### config.mk
export PLATFORM = sky130hd
export DESIGN_NAME = i2c_rtc_register_slave_core_flat
export DESIGN_NICKNAME = d
export VERILOG_FILES = /design/src/design/irs_pkg.sv /design/src/design/irs_channels.sv /design/src/design/irs_ctrl.sv /design/src/design/irs_dpath.sv /design/src/design/i2c_rtc_register_slave_core.sv /design/src/flat_wrapper.sv
export SDC_FILE = /design/constraint.sdc
export NUM_CORES = 2
export LEC_CHECK = 0
export ABC_CLOCK_PERIOD_IN_PS = 20000
export BUFFER_PORTS_ARGS = -buffer_cell sky130_fd_sc_hd__buf_2
export CORE_UTILIZATION = 55
export DETAILED_ROUTE_END_ITERATION = 16
export PLACE_DENSITY_LB_ADDON = 0.3
export SLEW_MARGIN = 20
export SYNTH_ARGS = -nofsm -noshare
export SYNTH_HDL_FRONTEND = slang
export SYNTH_SLANG_ARGS = --single-unit
export TNS_END_PERCENT = 20
### constraint.sdc
create_clock -name clock -period 20 [get_ports clock]
set_input_delay 4 -clock clock [delete_from_list [all_inputs] [get_ports clock]]
set_output_delay 4 -clock clock [all_outputs]
set_load 0.05 [all_outputs]
### src/design/irs_pkg.sv
// Types, constants and helper functions for the RTC register slave.
// No dependencies.
package irs_pkg;

   typedef enum logic [1:0] {
      MODE_START = 2'd0,
      MODE_STOP  = 2'd1,
      MODE_WRITE = 2'd2,
      MODE_READ  = 2'd3
   } mode_type;

   typedef enum logic [1:0] {
      PH_IDLE   = 2'd0,
      PH_READ   = 2'd1,
      PH_CURSOR = 2'd2,
      PH_WRITE  = 2'd3
   } phase_type;

   localparam logic [6:0] DEV_ADDR = 7'h68;

   localparam int CSR_INDEX_W = 1;
   localparam int CSR_DATA_W  = 12;
   localparam logic [CSR_INDEX_W-1:0] CSR_CHIP_TYPE  = 1'b0;
   localparam logic [CSR_INDEX_W-1:0] CSR_EPOCH_YEAR = 1'b1;

   localparam logic [1:0]  CHIP_TYPE_RESET  = 2'd0;
   localparam logic [11:0] EPOCH_YEAR_RESET = 12'd1970;

   localparam logic [1:0] CHIP_BASE    = 2'd0;
   localparam logic [1:0] CHIP_COMPACT = 2'd1;

   // cursor limit per chip type, before clamping to the store size
   localparam logic [7:0] LIMIT_TABLE [4] = '{8'h3f, 8'h12, 8'hff, 8'hff};
   localparam logic [7:0] BASE_MASK       = 8'h3f;

   localparam logic [7:0] READ_IDLE_BYTE = 8'hff;

   // snapshot sequence steps
   localparam logic [3:0] SNAP_YEAR_SUB = 4'd0;
   localparam logic [3:0] SNAP_YEAR_DIV = 4'd1;
   localparam logic [3:0] SNAP_YEAR_MOD = 4'd2;
   localparam logic [3:0] SNAP_FIRST_WR = 4'd3;
   localparam logic [3:0] SNAP_LAST     = 4'd9;

   // time register indexes
   localparam logic [2:0] TREG_SECOND  = 3'd0;
   localparam logic [2:0] TREG_MINUTE  = 3'd1;
   localparam logic [2:0] TREG_HOUR    = 3'd2;
   localparam logic [2:0] TREG_WEEKDAY = 3'd3;
   localparam logic [2:0] TREG_DAY     = 3'd4;
   localparam logic [2:0] TREG_MONTH   = 3'd5;
   localparam logic [2:0] TREG_YEAR    = 3'd6;

   localparam logic [11:0] YEAR_CENTURY_MAX = 12'd99;
   localparam logic [10:0] YEAR_RECIP_100   = 11'd1311;   // 2^17 / 100

   typedef struct packed {
      logic       capture;
      logic       exec;
      logic       snap_en;
      logic [3:0] snap_step;
      logic       clear_en;
      logic [7:0] clear_addr;
   } ctrl_cmd_type;

   typedef struct packed {
      logic snap_req;
   } ctrl_sts_type;

   // BCD of a value below 100; tens by reciprocal multiply
   function automatic logic [7:0] to_bcd(input logic [6:0] v);
      logic [13:0] p;
      logic [3:0]  tens;
      logic [6:0]  ones;
      p    = 14'(v) * 14'd103;
      tens = p[13:10];
      ones = v - 7'({3'b000, tens} * 7'd10);
      return {tens, ones[3:0]};
   endfunction

   // v mod 19 for an 8-bit v; quotient by 27/512
   function automatic logic [7:0] mod19(input logic [7:0] v);
      logic [12:0] p;
      logic [3:0]  q;
      p = 13'(v) * 13'd27;
      q = p[12:9];
      return v - 8'({4'b0000, q} * 8'd19);
   endfunction

endpackage

### src/design/irs_channels.sv
// Request and response channel interfaces of the RTC register slave.
// Depends on nothing.
interface irs_req_if;
   logic        valid;
   logic        ready;
   logic [1:0]  mode;
   logic [7:0]  bus_address;
   logic [7:0]  data_byte;
   logic [5:0]  second;
   logic [5:0]  minute;
   logic [4:0]  hour;
   logic [2:0]  weekday;
   logic [4:0]  day_of_month;
   logic [3:0]  month_index;
   logic [11:0] calendar_year;

   modport source (output valid, mode, bus_address, data_byte, second, minute, hour,
                   weekday, day_of_month, month_index, calendar_year, input ready);
   modport sink   (input valid, mode, bus_address, data_byte, second, minute, hour,
                   weekday, day_of_month, month_index, calendar_year, output ready);
endinterface

interface irs_rsp_if;
   logic       valid;
   logic       ready;
   logic       status;
   logic [7:0] read_data;

   modport source (output valid, status, read_data, input ready);
   modport sink   (input valid, status, read_data, output ready);
endinterface

### src/design/irs_ctrl.sv
// Controller FSM: clearing pass, accept, execute, snapshot sequence.
// Depends on irs_pkg.
module irs_ctrl #(
   parameter int STORE_DEPTH = 256
) (
   input  logic                   clock,
   input  logic                   reset,
   input  logic                   req_valid,
   output logic                   req_ready,
   output logic                   rsp_valid,
   input  logic                   rsp_ready,
   input  irs_pkg::ctrl_sts_type  sts,
   output irs_pkg::ctrl_cmd_type  cmd
);

   typedef enum logic [1:0] {
      ST_CLEAR = 2'd0,
      ST_IDLE  = 2'd1,
      ST_EXEC  = 2'd2,
      ST_SNAP  = 2'd3
   } state_type;

   localparam logic [7:0] CLEAR_LAST = 8'(STORE_DEPTH - 1);

   state_type  state_ff;
   logic [7:0] clear_cnt_ff;
   logic [3:0] snap_step_ff;
   logic       rsp_valid_ff;
   logic       out_free;

   assign out_free  = !rsp_valid_ff || rsp_ready;
   assign req_ready = (state_ff == ST_IDLE);
   assign rsp_valid = rsp_valid_ff;

   always_comb begin
      cmd            = '0;
      cmd.capture    = (state_ff == ST_IDLE) && req_valid;
      cmd.exec       = (state_ff == ST_EXEC) && out_free;
      cmd.snap_en    = (state_ff == ST_SNAP);
      cmd.snap_step  = snap_step_ff;
      cmd.clear_en   = (state_ff == ST_CLEAR);
      cmd.clear_addr = clear_cnt_ff;
   end

   always_ff @(posedge clock) begin
      if (reset) begin
         state_ff     <= ST_CLEAR;
         clear_cnt_ff <= '0;
         snap_step_ff <= '0;
         rsp_valid_ff <= 1'b0;
      end else begin
         if (cmd.exec) begin
            rsp_valid_ff <= 1'b1;
         end else if (rsp_ready) begin
            rsp_valid_ff <= 1'b0;
         end
         unique case (state_ff)
            ST_CLEAR: begin
               clear_cnt_ff <= clear_cnt_ff + 8'd1;
               if (clear_cnt_ff == CLEAR_LAST) begin
                  state_ff <= ST_IDLE;
               end
            end
            ST_IDLE: begin
               if (req_valid) begin
                  state_ff <= ST_EXEC;
               end
            end
            ST_EXEC: begin
               if (out_free) begin
                  snap_step_ff <= irs_pkg::SNAP_YEAR_SUB;
                  state_ff     <= sts.snap_req ? ST_SNAP : ST_IDLE;
               end
            end
            ST_SNAP: begin
               snap_step_ff <= snap_step_ff + 4'd1;
               if (snap_step_ff == irs_pkg::SNAP_LAST) begin
                  state_ff <= ST_IDLE;
               end
            end
         endcase
      end
   end

endmodule

### src/design/irs_dpath.sv
// Datapath: captured request, bus phase, cursor, config, register store.
// Depends on irs_pkg; driven by irs_ctrl commands.
module irs_dpath #(
   parameter int STORE_DEPTH = 256
) (
   input  logic                                 clock,
   input  logic                                 reset,
   input  irs_pkg::ctrl_cmd_type                cmd,
   output irs_pkg::ctrl_sts_type                sts,
   input  logic [1:0]                           req_mode,
   input  logic [7:0]                           req_bus_address,
   input  logic [7:0]                           req_data_byte,
   input  logic [5:0]                           req_second,
   input  logic [5:0]                           req_minute,
   input  logic [4:0]                           req_hour,
   input  logic [2:0]                           req_weekday,
   input  logic [4:0]                           req_day_of_month,
   input  logic [3:0]                           req_month_index,
   input  logic [11:0]                          req_calendar_year,
   input  logic                                 csr_we,
   input  logic [irs_pkg::CSR_INDEX_W-1:0]      csr_index,
   input  logic [irs_pkg::CSR_DATA_W-1:0]       csr_wdata,
   output logic                                 rsp_status,
   output logic [7:0]                           rsp_read_data
);

   localparam int AW = $clog2(STORE_DEPTH);
   localparam logic [9:0] DEPTH_X1 = 10'(STORE_DEPTH);
   localparam logic [9:0] DEPTH_X2 = 10'(2 * STORE_DEPTH);
   localparam logic [7:0] LIM_MAX  = 8'(STORE_DEPTH - 1);

   // 8-bit value mod STORE_DEPTH; value < 4 * STORE_DEPTH
   function automatic logic [AW-1:0] fold_depth(input logic [7:0] v);
      logic [9:0] t;
      t = {2'b00, v};
      if (t >= DEPTH_X2) t = t - DEPTH_X2;
      if (t >= DEPTH_X1) t = t - DEPTH_X1;
      return t[AW-1:0];
   endfunction

   logic [7:0] store_mem [STORE_DEPTH];

   // captured request
   irs_pkg::mode_type mode_ff;
   logic [7:0]  addr_ff;
   logic [7:0]  data_ff;
   logic [5:0]  second_ff;
   logic [5:0]  minute_ff;
   logic [4:0]  hour_ff;
   logic [2:0]  weekday_ff;
   logic [4:0]  day_ff;
   logic [3:0]  month_ff;
   logic [11:0] cal_ff;

   irs_pkg::phase_type phase_ff, phase_in;
   logic [7:0]  cursor_ff, cursor_in;
   logic [1:0]  chip_ff;
   logic [11:0] epoch_ff;
   logic [7:0]  rd_ff;
   logic [11:0] yr_ff;
   logic [5:0]  yq_ff;
   logic [6:0]  ymod_ff;
   logic        century_ff;
   logic        status_ff, status_in;
   logic [7:0]  rdata_ff, rdata_in;

   logic [7:0]    lim_raw, lim;
   logic [8:0]    cursor_inc;
   logic [7:0]    cursor_adv;
   logic [7:0]    cursor_set;
   logic          addr_match;
   logic          wr_store;
   logic [2:0]    treg_idx;
   logic [6:0]    snap_val;
   logic [7:0]    snap_byte;
   logic          snap_wr;
   logic [22:0]   yq_prod;
   logic          mem_we;
   logic [AW-1:0] mem_waddr;
   logic [7:0]    mem_wdata;

   // limit and cursor arithmetic
   assign lim_raw    = irs_pkg::LIMIT_TABLE[chip_ff];
   assign lim        = (lim_raw > LIM_MAX) ? LIM_MAX : lim_raw;
   assign cursor_inc = {1'b0, cursor_ff} + 9'd1;
   assign cursor_adv = (cursor_inc > {1'b0, lim}) ? 8'd0 : cursor_inc[7:0];

   always_comb begin
      if (chip_ff == irs_pkg::CHIP_BASE) begin
         cursor_set = data_ff & irs_pkg::BASE_MASK;
      end else if (chip_ff == irs_pkg::CHIP_COMPACT) begin
         cursor_set = irs_pkg::mod19(data_ff);
      end else begin
         cursor_set = 8'(fold_depth(data_ff));
      end
   end

   assign addr_match   = (addr_ff[7:1] == irs_pkg::DEV_ADDR);
   assign sts.snap_req = (mode_ff == irs_pkg::MODE_START) && addr_match && addr_ff[0]
                         && (phase_ff != irs_pkg::PH_READ);

   // event execution
   always_comb begin
      phase_in  = phase_ff;
      cursor_in = cursor_ff;
      status_in = 1'b0;
      rdata_in  = 8'd0;
      wr_store  = 1'b0;
      unique case (mode_ff)
         irs_pkg::MODE_START: begin
            if (!addr_match) begin
               status_in = 1'b1;
            end else if (addr_ff[0]) begin
               phase_in = irs_pkg::PH_READ;
            end else begin
               phase_in = irs_pkg::PH_CURSOR;
            end
         end
         irs_pkg::MODE_STOP: begin
            phase_in = irs_pkg::PH_IDLE;
         end
         irs_pkg::MODE_WRITE: begin
            if (phase_ff == irs_pkg::PH_CURSOR) begin
               cursor_in = cursor_set;
               phase_in  = irs_pkg::PH_WRITE;
            end else if (phase_ff == irs_pkg::PH_WRITE) begin
               wr_store  = 1'b1;
               cursor_in = cursor_adv;
            end
         end
         irs_pkg::MODE_READ: begin
            if (phase_ff == irs_pkg::PH_READ) begin
               rdata_in  = rd_ff;
               cursor_in = cursor_adv;
            end else begin
               rdata_in = irs_pkg::READ_IDLE_BYTE;
            end
         end
      endcase
   end

   // snapshot: one BCD register per write step
   assign treg_idx = 3'(cmd.snap_step - irs_pkg::SNAP_FIRST_WR);
   assign snap_wr  = cmd.snap_en && (cmd.snap_step >= irs_pkg::SNAP_FIRST_WR);
   assign yq_prod  = 23'(yr_ff) * 23'(irs_pkg::YEAR_RECIP_100);

   always_comb begin
      unique case (treg_idx)
         irs_pkg::TREG_SECOND:  snap_val = 7'(second_ff);
         irs_pkg::TREG_MINUTE:  snap_val = 7'(minute_ff);
         irs_pkg::TREG_HOUR:    snap_val = 7'(hour_ff);
         irs_pkg::TREG_WEEKDAY: snap_val = 7'(weekday_ff) + 7'd1;
         irs_pkg::TREG_DAY:     snap_val = 7'(day_ff);
         irs_pkg::TREG_MONTH:   snap_val = 7'(month_ff) + 7'd1;
         irs_pkg::TREG_YEAR:    snap_val = ymod_ff;
         default:               snap_val = 7'd0;
      endcase
      snap_byte = irs_pkg::to_bcd(snap_val);
      if (treg_idx == irs_pkg::TREG_MONTH) begin
         snap_byte[7] = century_ff;
      end
   end

   // store write port
   always_comb begin
      mem_we    = 1'b0;
      mem_waddr = '0;
      mem_wdata = 8'd0;
      priority if (cmd.clear_en) begin
         mem_we    = 1'b1;
         mem_waddr = cmd.clear_addr[AW-1:0];
      end else if (snap_wr) begin
         mem_we    = 1'b1;
         mem_waddr = AW'(treg_idx);
         mem_wdata = snap_byte;
      end else if (cmd.exec && wr_store) begin
         mem_we    = 1'b1;
         mem_waddr = fold_depth(cursor_ff);
         mem_wdata = data_ff;
      end
   end

   always_ff @(posedge clock) begin
      if (mem_we) begin
         store_mem[mem_waddr] <= mem_wdata;
      end
      rd_ff <= store_mem[fold_depth(cursor_ff)];
   end

   // payload capture and snapshot year pipeline
   always_ff @(posedge clock) begin
      if (cmd.capture) begin
         mode_ff    <= irs_pkg::mode_type'(req_mode);
         addr_ff    <= req_bus_address;
         data_ff    <= req_data_byte;
         second_ff  <= req_second;
         minute_ff  <= req_minute;
         hour_ff    <= req_hour;
         weekday_ff <= req_weekday;
         day_ff     <= req_day_of_month;
         month_ff   <= req_month_index;
         cal_ff     <= req_calendar_year;
      end
      if (cmd.snap_en && cmd.snap_step == irs_pkg::SNAP_YEAR_SUB) begin
         yr_ff <= (cal_ff >= epoch_ff) ? cal_ff - epoch_ff : 12'd0;
      end
      if (cmd.snap_en && cmd.snap_step == irs_pkg::SNAP_YEAR_DIV) begin
         yq_ff <= yq_prod[22:17];
      end
      if (cmd.snap_en && cmd.snap_step == irs_pkg::SNAP_YEAR_MOD) begin
         ymod_ff    <= 7'(yr_ff - 12'({6'b000000, yq_ff} * 12'd100));
         century_ff <= (yr_ff > irs_pkg::YEAR_CENTURY_MAX);
      end
      if (cmd.exec) begin
         status_ff <= status_in;
         rdata_ff  <= rdata_in;
      end
   end

   // control state and configuration
   always_ff @(posedge clock) begin
      if (reset) begin
         phase_ff  <= irs_pkg::PH_IDLE;
         cursor_ff <= 8'd0;
         chip_ff   <= irs_pkg::CHIP_TYPE_RESET;
         epoch_ff  <= irs_pkg::EPOCH_YEAR_RESET;
      end else begin
         if (cmd.exec) begin
            phase_ff  <= phase_in;
            cursor_ff <= cursor_in;
         end
         if (csr_we) begin
            if (csr_index == irs_pkg::CSR_CHIP_TYPE) begin
               chip_ff <= csr_wdata[1:0];
            end else if (csr_index == irs_pkg::CSR_EPOCH_YEAR) begin
               epoch_ff <= csr_wdata;
            end
         end
      end
   end

   assign rsp_status    = status_ff;
   assign rsp_read_data = rdata_ff;

endmodule

### src/design/i2c_rtc_register_slave_core.sv
// RTC register slave top level: controller plus datapath.
// Depends on irs_pkg, irs_channels, irs_ctrl, irs_dpath.
//
// Usage:
//  - req_bus carries one bus event per transfer (start with address byte,
//    stop, write byte, read byte) plus the current time fields, which are
//    used only by a read start that takes a snapshot.
//  - rsp_bus returns exactly one transfer per event: status (foreign address)
//    and read_data (store byte, 0xFF outside the read phase, else 0).
//  - csr_* writes chip_type (index 0) and epoch_year (index 1); write only
//    while no event is in flight.
// Timing:
//  - Event accepted in the idle state; the execute state then runs it and
//    loads the response register, which drives rsp valid; no new event is
//    taken until the controller is back in the idle state.
//  - A read start that snapshots the clock adds a snapshot sequence (three year
//    steps, then one store write per time register over the single write port).
//  - After reset a clearing pass zeroes the store, one entry per cycle, with
//    req ready low until it ends.
//  - A stalled rsp sink holds the next event in execute until the response
//    register frees; ready stays low meanwhile.
module i2c_rtc_register_slave_core #(
   parameter int STORE_DEPTH = 256
) (
   input  logic                              clock,
   input  logic                              reset,
   irs_req_if.sink                           req_bus,
   irs_rsp_if.source                         rsp_bus,
   input  logic                              csr_we,
   input  logic [irs_pkg::CSR_INDEX_W-1:0]   csr_index,
   input  logic [irs_pkg::CSR_DATA_W-1:0]    csr_wdata
);

   irs_pkg::ctrl_cmd_type cmd;
   irs_pkg::ctrl_sts_type sts;

   // sequencer: clear pass, accept, execute, snapshot steps
   irs_ctrl #(
      .STORE_DEPTH (STORE_DEPTH)
   ) u_ctrl (
      .clock     (clock),
      .reset     (reset),
      .req_valid (req_bus.valid),
      .req_ready (req_bus.ready),
      .rsp_valid (rsp_bus.valid),
      .rsp_ready (rsp_bus.ready),
      .sts       (sts),
      .cmd       (cmd)
   );

   // phase, cursor, config registers and register store
   irs_dpath #(
      .STORE_DEPTH (STORE_DEPTH)
   ) u_dpath (
      .clock             (clock),
      .reset             (reset),
      .cmd               (cmd),
      .sts               (sts),
      .req_mode          (req_bus.mode),
      .req_bus_address   (req_bus.bus_address),
      .req_data_byte     (req_bus.data_byte),
      .req_second        (req_bus.second),
      .req_minute        (req_bus.minute),
      .req_hour          (req_bus.hour),
      .req_weekday       (req_bus.weekday),
      .req_day_of_month  (req_bus.day_of_month),
      .req_month_index   (req_bus.month_index),
      .req_calendar_year (req_bus.calendar_year),
      .csr_we            (csr_we),
      .csr_index         (csr_index),
      .csr_wdata         (csr_wdata),
      .rsp_status        (rsp_bus.status),
      .rsp_read_data     (rsp_bus.read_data)
   );

endmodule

### src/flat_wrapper.sv
// flat-port wrapper written by rule: the top's interface ports become plain ports
module i2c_rtc_register_slave_core_flat 
#(
   parameter int STORE_DEPTH = 256
)
  (clock, reset, csr_we, csr_index, csr_wdata, req_bus_valid, req_bus_mode, req_bus_bus_address, req_bus_data_byte, req_bus_second, req_bus_minute, req_bus_hour, req_bus_weekday, req_bus_day_of_month, req_bus_month_index, req_bus_calendar_year, req_bus_ready, rsp_bus_valid, rsp_bus_status, rsp_bus_read_data, rsp_bus_ready);
  irs_req_if req_bus_i ();
  irs_rsp_if rsp_bus_i ();
  input  logic clock;
  input  logic reset;
  input  logic csr_we;
  input  logic [irs_pkg::CSR_INDEX_W-1:0] csr_index;
  input  logic [irs_pkg::CSR_DATA_W-1:0] csr_wdata;
  input wire logic [$bits(req_bus_i.valid)-1:0] req_bus_valid;
  input wire logic [$bits(req_bus_i.mode)-1:0] req_bus_mode;
  input wire logic [$bits(req_bus_i.bus_address)-1:0] req_bus_bus_address;
  input wire logic [$bits(req_bus_i.data_byte)-1:0] req_bus_data_byte;
  input wire logic [$bits(req_bus_i.second)-1:0] req_bus_second;
  input wire logic [$bits(req_bus_i.minute)-1:0] req_bus_minute;
  input wire logic [$bits(req_bus_i.hour)-1:0] req_bus_hour;
  input wire logic [$bits(req_bus_i.weekday)-1:0] req_bus_weekday;
  input wire logic [$bits(req_bus_i.day_of_month)-1:0] req_bus_day_of_month;
  input wire logic [$bits(req_bus_i.month_index)-1:0] req_bus_month_index;
  input wire logic [$bits(req_bus_i.calendar_year)-1:0] req_bus_calendar_year;
  output wire logic [$bits(req_bus_i.ready)-1:0] req_bus_ready;
  output wire logic [$bits(rsp_bus_i.valid)-1:0] rsp_bus_valid;
  output wire logic [$bits(rsp_bus_i.status)-1:0] rsp_bus_status;
  output wire logic [$bits(rsp_bus_i.read_data)-1:0] rsp_bus_read_data;
  input wire logic [$bits(rsp_bus_i.ready)-1:0] rsp_bus_ready;
  assign req_bus_i.valid = req_bus_valid;
  assign req_bus_i.mode = req_bus_mode;
  assign req_bus_i.bus_address = req_bus_bus_address;
  assign req_bus_i.data_byte = req_bus_data_byte;
  assign req_bus_i.second = req_bus_second;
  assign req_bus_i.minute = req_bus_minute;
  assign req_bus_i.hour = req_bus_hour;
  assign req_bus_i.weekday = req_bus_weekday;
  assign req_bus_i.day_of_month = req_bus_day_of_month;
  assign req_bus_i.month_index = req_bus_month_index;
  assign req_bus_i.calendar_year = req_bus_calendar_year;
  assign req_bus_ready = req_bus_i.ready;
  assign rsp_bus_valid = rsp_bus_i.valid;
  assign rsp_bus_status = rsp_bus_i.status;
  assign rsp_bus_read_data = rsp_bus_i.read_data;
  assign rsp_bus_i.ready = rsp_bus_ready;
  i2c_rtc_register_slave_core #(.STORE_DEPTH(STORE_DEPTH)) u_core (.clock(clock), .reset(reset), .req_bus(req_bus_i), .rsp_bus(rsp_bus_i), .csr_we(csr_we), .csr_index(csr_index), .csr_wdata(csr_wdata));
endmodule
Word level (Yosys, flattened, before mapping)
Memories as Yosys holds them, arrays and structs flattened. A register that Yosys moved wholly into a read port is not among the register bits.
Cells that the tools add are included.
{ "classes": {"n_reduce_logical": 27, "n_addsub": 10, "n_eq_ne": 30, "muxes": 43, "order_cmp": 6, "mul": 6, "bitwise": 2, "div": 0, "shift": 0} }
{ "op_table": {"columns": ["cell", "n"], "rows": [
  ["8-bit 2-to-1 mux", 16],
  ["7-bit case mux with 7 select lines", 1],
  ["12-bit by 11-bit multiplier with 23-bit output, second input constant", 1],
  ["8-bit binary-select mux with 2-bit select", 1],
  ["2-bit 2-to-1 mux", 8],
  ["8-bit case mux with 2 select lines", 1],
  ["7-bit by 7-bit multiplier with 14-bit output, second input constant", 1],
  ["8-bit by 5-bit multiplier with 13-bit output, second input constant", 1],
  ["2-bit equality test, second input constant", 6],
  ["12-bit greater-or-equal comparator", 1],
  ["12-bit by 7-bit > comparator with 1-bit output, second input constant", 1],
  ["1-bit 2-to-1 mux", 12],
  ["2-bit inequality test, second input constant", 6],
  ["4-bit AND reduction", 3],
  ["12-bit subtractor", 1],
  ["1-bit logical AND", 10],
  ["8-bit by 1-bit adder with 9-bit output, second input constant", 1],
  ["3-bit equality test, second input constant", 3],
  ["9-bit by 8-bit > comparator with 1-bit output", 1],
  ["8-bit by 1-bit adder with 8-bit output, second input constant", 1],
  ["2-bit by 1-bit equality test with 1-bit output, second input constant", 4],
  ["8-bit equality test, second input constant", 1],
  ["8-bit > comparator, second input constant", 1],
  ["4-bit by 5-bit multiplier with 8-bit output, second input constant", 1],
  ["other kinds (33)", 41]
]} }
{ "word_totals": {"reg_bits": 133, "romBits": 0, "word_cells": 149, "latch_bits": 0, "mem_count": 1, "ram_bits": 2048} }
{ "memory_table": {"columns": ["name", "depth", "width", "read_ports", "rd_clocked_by_memory_dff", "wr", "line", "rtl"], "rows": [
  ["u_core.u_dpath.store_mem", 256, 8, 1, 1, 1, "irs_dpath.sv:41", "logic [7:0] store_mem [STORE_DEPTH];"]
]} }

Logic depth before layout (Yosys ltp)
{ "depth": {"ltp_word": 11, "mapped_depth": 27} }

Modules after synthesis
From an unflattened synthesis, not the netlist that was laid out.
{ "unflattened": {"hier_cells": 4468, "hier_area_um2": 90403.0} }
{ "modules_own_cells": {"columns": ["mod", "area_each_um2", "seq_area_each_um2", "cells_each", "instances"], "rows": [
  ["irs_dpath", 89580.9, 64932.3, 4377, 1],
  ["irs_ctrl", 822.0, 300.3, 91, 1]
]} }

Worst setup path after synthesis
No wires, ideal clock.
{ "synth_path": {"path_type": "flip-flop to flip-flop", "startpoint": "register u_core.u_ctrl.snap_step_ff[0]", "endpoint": "memory u_core.u_dpath.store_mem[0][2] (data pin)", "arrival_time_ns": 15.150, "setup_ns": 2.187, "period_less_slack_ns": 17.337, "path_stages_with_launch": 21, "path_slack_ns": 2.663, "cell_sequence": "dfxtp_1 > ha_1 > clkbuf_1 > xnor2_1 > clkbuf_1 > a21oi_1 > o41a_1 > ha_1 > ha_1 > ha_1 > inv_1 > fa_1 > inv_1 > ha_1 > or3_1 > o221ai_1 > a21boi_0 > o41a_1 > ha_1 > fa_1 > o21ai_0"} }
{ "synth_between": {"elab_chain_cells": 8, "word_cells_on_any_way": 16} }
{ "synth_rtl": {"columns": ["item", "line", "rtl"], "rows": [
  ["start: declaration", "irs_ctrl.sv:27", "logic [3:0] snap_step_ff;"],
  ["start signal: assignment", "irs_ctrl.sv:71", "snap_step_ff <= irs_pkg::SNAP_YEAR_SUB;"],
  ["start signal: assignment", "irs_ctrl.sv:76", "snap_step_ff <= snap_step_ff + 4'd1;"],
  ["3-bit by 2-bit subtractor with 3-bit output", "irs_dpath.sv:143", "assign treg_idx = 3'(cmd.snap_step - irs_pkg::SNAP_FIRST_WR);"],
  ["3-bit equality test, or another cell as far along", "irs_dpath.sv:148", "unique case (treg_idx)"],
  ["7-bit case mux with 7 select lines", "irs_dpath.sv:148", null],
  ["7-bit by 7-bit multiplier with 14-bit output", "irs_pkg.sv:75", "p = 14'(v) * 14'd103;"],
  ["4-bit by 3-bit multiplier with 3-bit output", "irs_pkg.sv:77", "ones = v - 7'({3'b000, tens} * 7'd10);"],
  ["4-bit subtractor", "irs_pkg.sv:77", null],
  ["8-bit 2-to-1 mux *", "irs_dpath.sv:172", "end else if (snap_wr) begin"],
  ["8-bit 2-to-1 mux *", "irs_dpath.sv:169", "priority if (cmd.clear_en) begin"],
  ["named net u_core.u_dpath.mem_wdata[2]", "irs_dpath.sv:80", "logic [7:0] mem_wdata;"],
  ["end: declaration", "irs_dpath.sv:41", null]
]} }
The timed path passes the listed nets; every way through them passes the cells marked *.

Worst setup path in the final report
{ "layout_path": {"startpoint": "register u_core.u_ctrl.snap_step_ff[0]", "endpoint": "memory u_core.u_dpath.store_mem[151][7] (data pin)"} }
{ "layout_between": {"elab_chain_cells": 7, "word_cells_on_any_way": 15} }
{ "layout_rtl": {"columns": ["item", "line", "rtl"], "rows": [
  ["3-bit by 2-bit subtractor with 3-bit output", "irs_dpath.sv:143", null],
  ["3-bit equality test, or another cell as far along", "irs_dpath.sv:148", null],
  ["7-bit case mux with 7 select lines", "irs_dpath.sv:148", null],
  ["7-bit by 7-bit multiplier with 14-bit output", "irs_pkg.sv:75", null],
  ["1-bit 2-to-1 mux", "irs_dpath.sv:159", "if (treg_idx == irs_pkg::TREG_MONTH) begin"],
  ["8-bit 2-to-1 mux *", "irs_dpath.sv:172", null],
  ["8-bit 2-to-1 mux *", "irs_dpath.sv:169", null],
  ["named net u_core.u_dpath.mem_wdata[7]", "irs_dpath.sv:80", null]
]} }
Marks and branches as above.

==> qor.yml <==
clock_network:
  cts_buffers: 206
  cts_setup_buffers: 0
  clk_pin_slew_ps: 60
  cts_sinks: 2188
  h-tree-depth: 4
  cts_tree: "yes"
  insertion_delay_ps: 850
  cts_resized: 0
  clockBufferDepth: 3
  cts_hold_buf: 0
  cts_root_buf: "clkbuf_16"
place:
  port_buffers: 87
  gp_congestion: 0.8838
  place_inst: 6576
  dpl.hpwl_mm: 120.5
  dpl_cell_area_um2: 93160
yosys:
  synth-edff-count: 2141
  mappedNetlistArea_um2: 90330
  yosysWarnings: 0
  ys.flop_type: "edfxtp_1"
  synth_nets: 4834
  ys_async_sr_fraction_pct: 0
  synth_area_per_cell_um2: 20.17
  yosys_register_bits: 2188
  synth.distinct_cells: 66
  netlist_instances: 4479
  yosysSeqAreaShare_pct: 72.22
routing:
  viasPerCell: 6.383
  ant_nets: 0
  drt_iter0_markers: 5702
  num_vias: 44470
  firstDrtPassIters: 6
  wire_per_inst_um: 29.42
  drc: 0
  routed_wl_mm: 205.0
run_status:
  status: "completed"
timing:
  timing.slew.headroom_pct: 19.68
  tns_ps: 0
  hold_viol: 0
  tightest_slew_ps: 1205
  slew_viol_final: 0
  rsz0062_at_grt: "no"
  skew_ps: 42.11
  fmax_ghz: 0.1146
  setup-violations-final: 0
  layout_min_cycle_time_ps: 8724
  post-route-period-util_pct: 43.62
global_routing:
  grt_pass1_vias: 44680
  grt_pass1_wl_mm: 301.8
  antenna_found_initial: 6
  overflow: 0
  track_usage_pct: 24.89
  grt_max_degree: 257
final_layout:
  fill_cells: 11050
  stdcell_count: 6967
  multi_input_area_um2: 23670
  nets: 4967
  fin_area_um2: 100100
  area_delta_synth_final_pct: 10.76
  regArea_um2: 65250
  drive_gt1_share_pct: 23.01
pwr:
  irDropWorstVdd_uv: 115.4
  power.switching_mw: 1.772
  power.internal_mw: 7.199
  seq_power_share_pct: 55.4
  power_leakage_nw: 31.72
  share_comb_of_total_power_pct: 1.0
  power_density_nw_per_um2: 89.67
  pwr-share-clk_pct: 43.6
  switching_share_pct: 19.76
setup_path:
  path_class: "flip-flop to flip-flop"
  reg2reg_depth: 21
  crit_arrival_ps: 9200
  regToRegSetupSlack_ps: 11280
  crit_start: "u_core.u_ctrl.snap_step_ff[0]"
  required_ps: 20470
  start_kind: "flip-flop"
  crit_path_end: "u_core.u_dpath.store_mem[151][7]"
  crit_path_end_kind: "flip-flop"
  r2r-start: "u_core.u_ctrl.snap_step_ff[0]"
  reg2reg_to: "u_core.u_dpath.store_mem[151][7]"
  critPathMaxFanout: 96
floorplan:
  dieWidth_um: 407.3
  die_h_um: 407.3
  core_area_um2: 163000
  floorplan.rows: 148
  start_util_pct: 55.43
  pin_count: 88
  die_area_um2: 165900
run:
  max_cap_viol_count: 0
min_path:
  hold_depth: 2
  min_path_type: "flip-flop to flip-flop"
  hp-start: "u_core.u_dpath.epoch_ff[6]"
[state kept, by name, summed over array words and instances (netlist names), 8 cells and up]
| name | flops |
|---|---|
| u_core.u_dpath.rd_ff | 8 |
| u_core.u_dpath.addr_ff | 8 |
| u_core.u_dpath.data_ff | 8 |
| u_core.u_dpath.store_mem | 2048 |
| u_core.u_dpath.rsp_read_data | 8 |
| u_core.u_dpath.cal_ff | 12 |
| u_core.u_ctrl.clear_cnt_ff | 8 |
| u_core.u_dpath.yr_ff | 12 |
| u_core.u_dpath.cursor_ff | 8 |
| u_core.u_dpath.epoch_ff | 12 |
[cells in the mapped netlist (all sizes together) (47+ instances only)]
cell type  instances  share of area (%)
a21oi             73               0.40
buf              103               0.58
clkbuf           125               0.52
dfxtp             47                1.0
edfxtp          2141                 71
fa                63                1.4
ha               215                3.0
inv              148               0.62
mux2i             71               0.79
mux4             608                 15
nand2            123               0.51
nor2             324                1.3
[critical path: stages, from the launching register on]
cell and delay [ps]:
dfxtp_1 500, ha_1 340, xor2_1 820, a21boi_0 320, or2_2 410, inv_1 120
ha_1 280, fa_1 550, fa_1 430, ha_1 290, ha_1 290, and3_1 210
o31ai_1 320, a21oi_1 110, nor2_1 170, o21ai_0 130, xnor2_1 170, mux2i_1 130
o21ai_4 130, buf_4 640, buf_4 800, buf_4 930
[stage by stage]
step	worst slack (ps)	power, mW	hold WS [ps]	utilization (%)
after global routing	10680	9.174	500.1	61.39
final	11280	8.971	465.8	61.40
after global placement	11600	5.150	448.1	57.17
after CTS	11270	9.007	469.5	61.34
after detailed placement	11310	5.151	458.6	57.17
after floorplan	2663	5.111	436.3	-
[cell type report]
class	instances	share of cell area, %
diodes	2	0.005002
clock buffers	253	5.391
clock inverters	133	1.403
inverters	150	0.5628
multi-input cells	1913	23.66
flip-flops and latches	2188	65.21
well taps	2175	2.720
repair buffers	153	1.044
[logic make-up after synthesis]
logic type | Yosys count | share of synthesized area, %
fa+ha+maj | 278 | 4.374
mux | 679 | 15.95
simple gates | 587 | 2.802
compound gates | 307 | 2.319
xor+xnor | 62 | 0.6164
buf+inv | 378 | 1.723
flops | 2188 | 72.22
[how the worst min path moves through the flow]
stage	end	slack [ps]
2_1_floorplan	u_core.u_dpath.epoch_ff[11]	440
3_3_place_gp	u_core.u_dpath.epoch_ff[3]	450
3_5_place_dp	u_core.u_dpath.epoch_ff[0]	460
4_1_cts	u_core.u_dpath.epoch_ff[0]	470
5_1_grt	u_core.u_dpath.epoch_ff[6]	500
6_report	u_core.u_dpath.epoch_ff[6]	470
[power by group through the flow]
stage	Sequential [mW]	Clock (mW)	Combinational (mW)
after floorplan	5.07	0	0.0442
after global placement	5.07	0	0.0830
after detailed placement	5.07	0	0.0835
after CTS	4.97	3.95	0.0847
after global routing	4.97	4.12	0.0911
final	4.97	3.92	0.0856
[placed cells by master (no fill, tap or decap), types with 11 or more instances in the layout]
master / Yosys / final
a211oi_1: 14 / 14
a21o_1: 14 / 14
a21oi_1: 73 / 72
a221oi_1: 19 / 19
a22oi_1: 42 / 42
and3_1: 11 / 11
buf_2: 62 / 87
buf_4: 10 / 58
bufinv_16: 0 / 21
clkbuf_1: 125 / 43
clkbuf_16: 0 / 208
clkinv_1: 2 / 41
clkinv_2: 0 / 36
clkinvlp_4: 0 / 15
dfxtp_1: 47 / 43
edfxtp_1: 2141 / 2141
fa_1: 63 / 63
ha_1: 215 / 215
inv_1: 148 / 148
mux2i_1: 71 / 71
mux4_2: 608 / 608
nand2_1: 123 / 107
nand2_2: 0 / 15
nand2b_1: 12 / 12
nand3_1: 30 / 30
nor2_1: 324 / 323
nor3_1: 19 / 19
o21a_1: 14 / 14
o21ai_0: 46 / 43
o221ai_1: 25 / 25
xnor2_1: 34 / 34
xor2_1: 27 / 27
[per-layer routing]
layer / GRT usage [%] / wire, µm / part of all wire [%]
met5: 0 / 47 / 0.023
met4: 6.825 / 5387 / 2.6
met3: 5.840 / 21200 / 10
met2: 38.38 / 97100 / 47
met1: 36.08 / 81260 / 40
No activity file was read; power rests on OpenSTA's default activity.
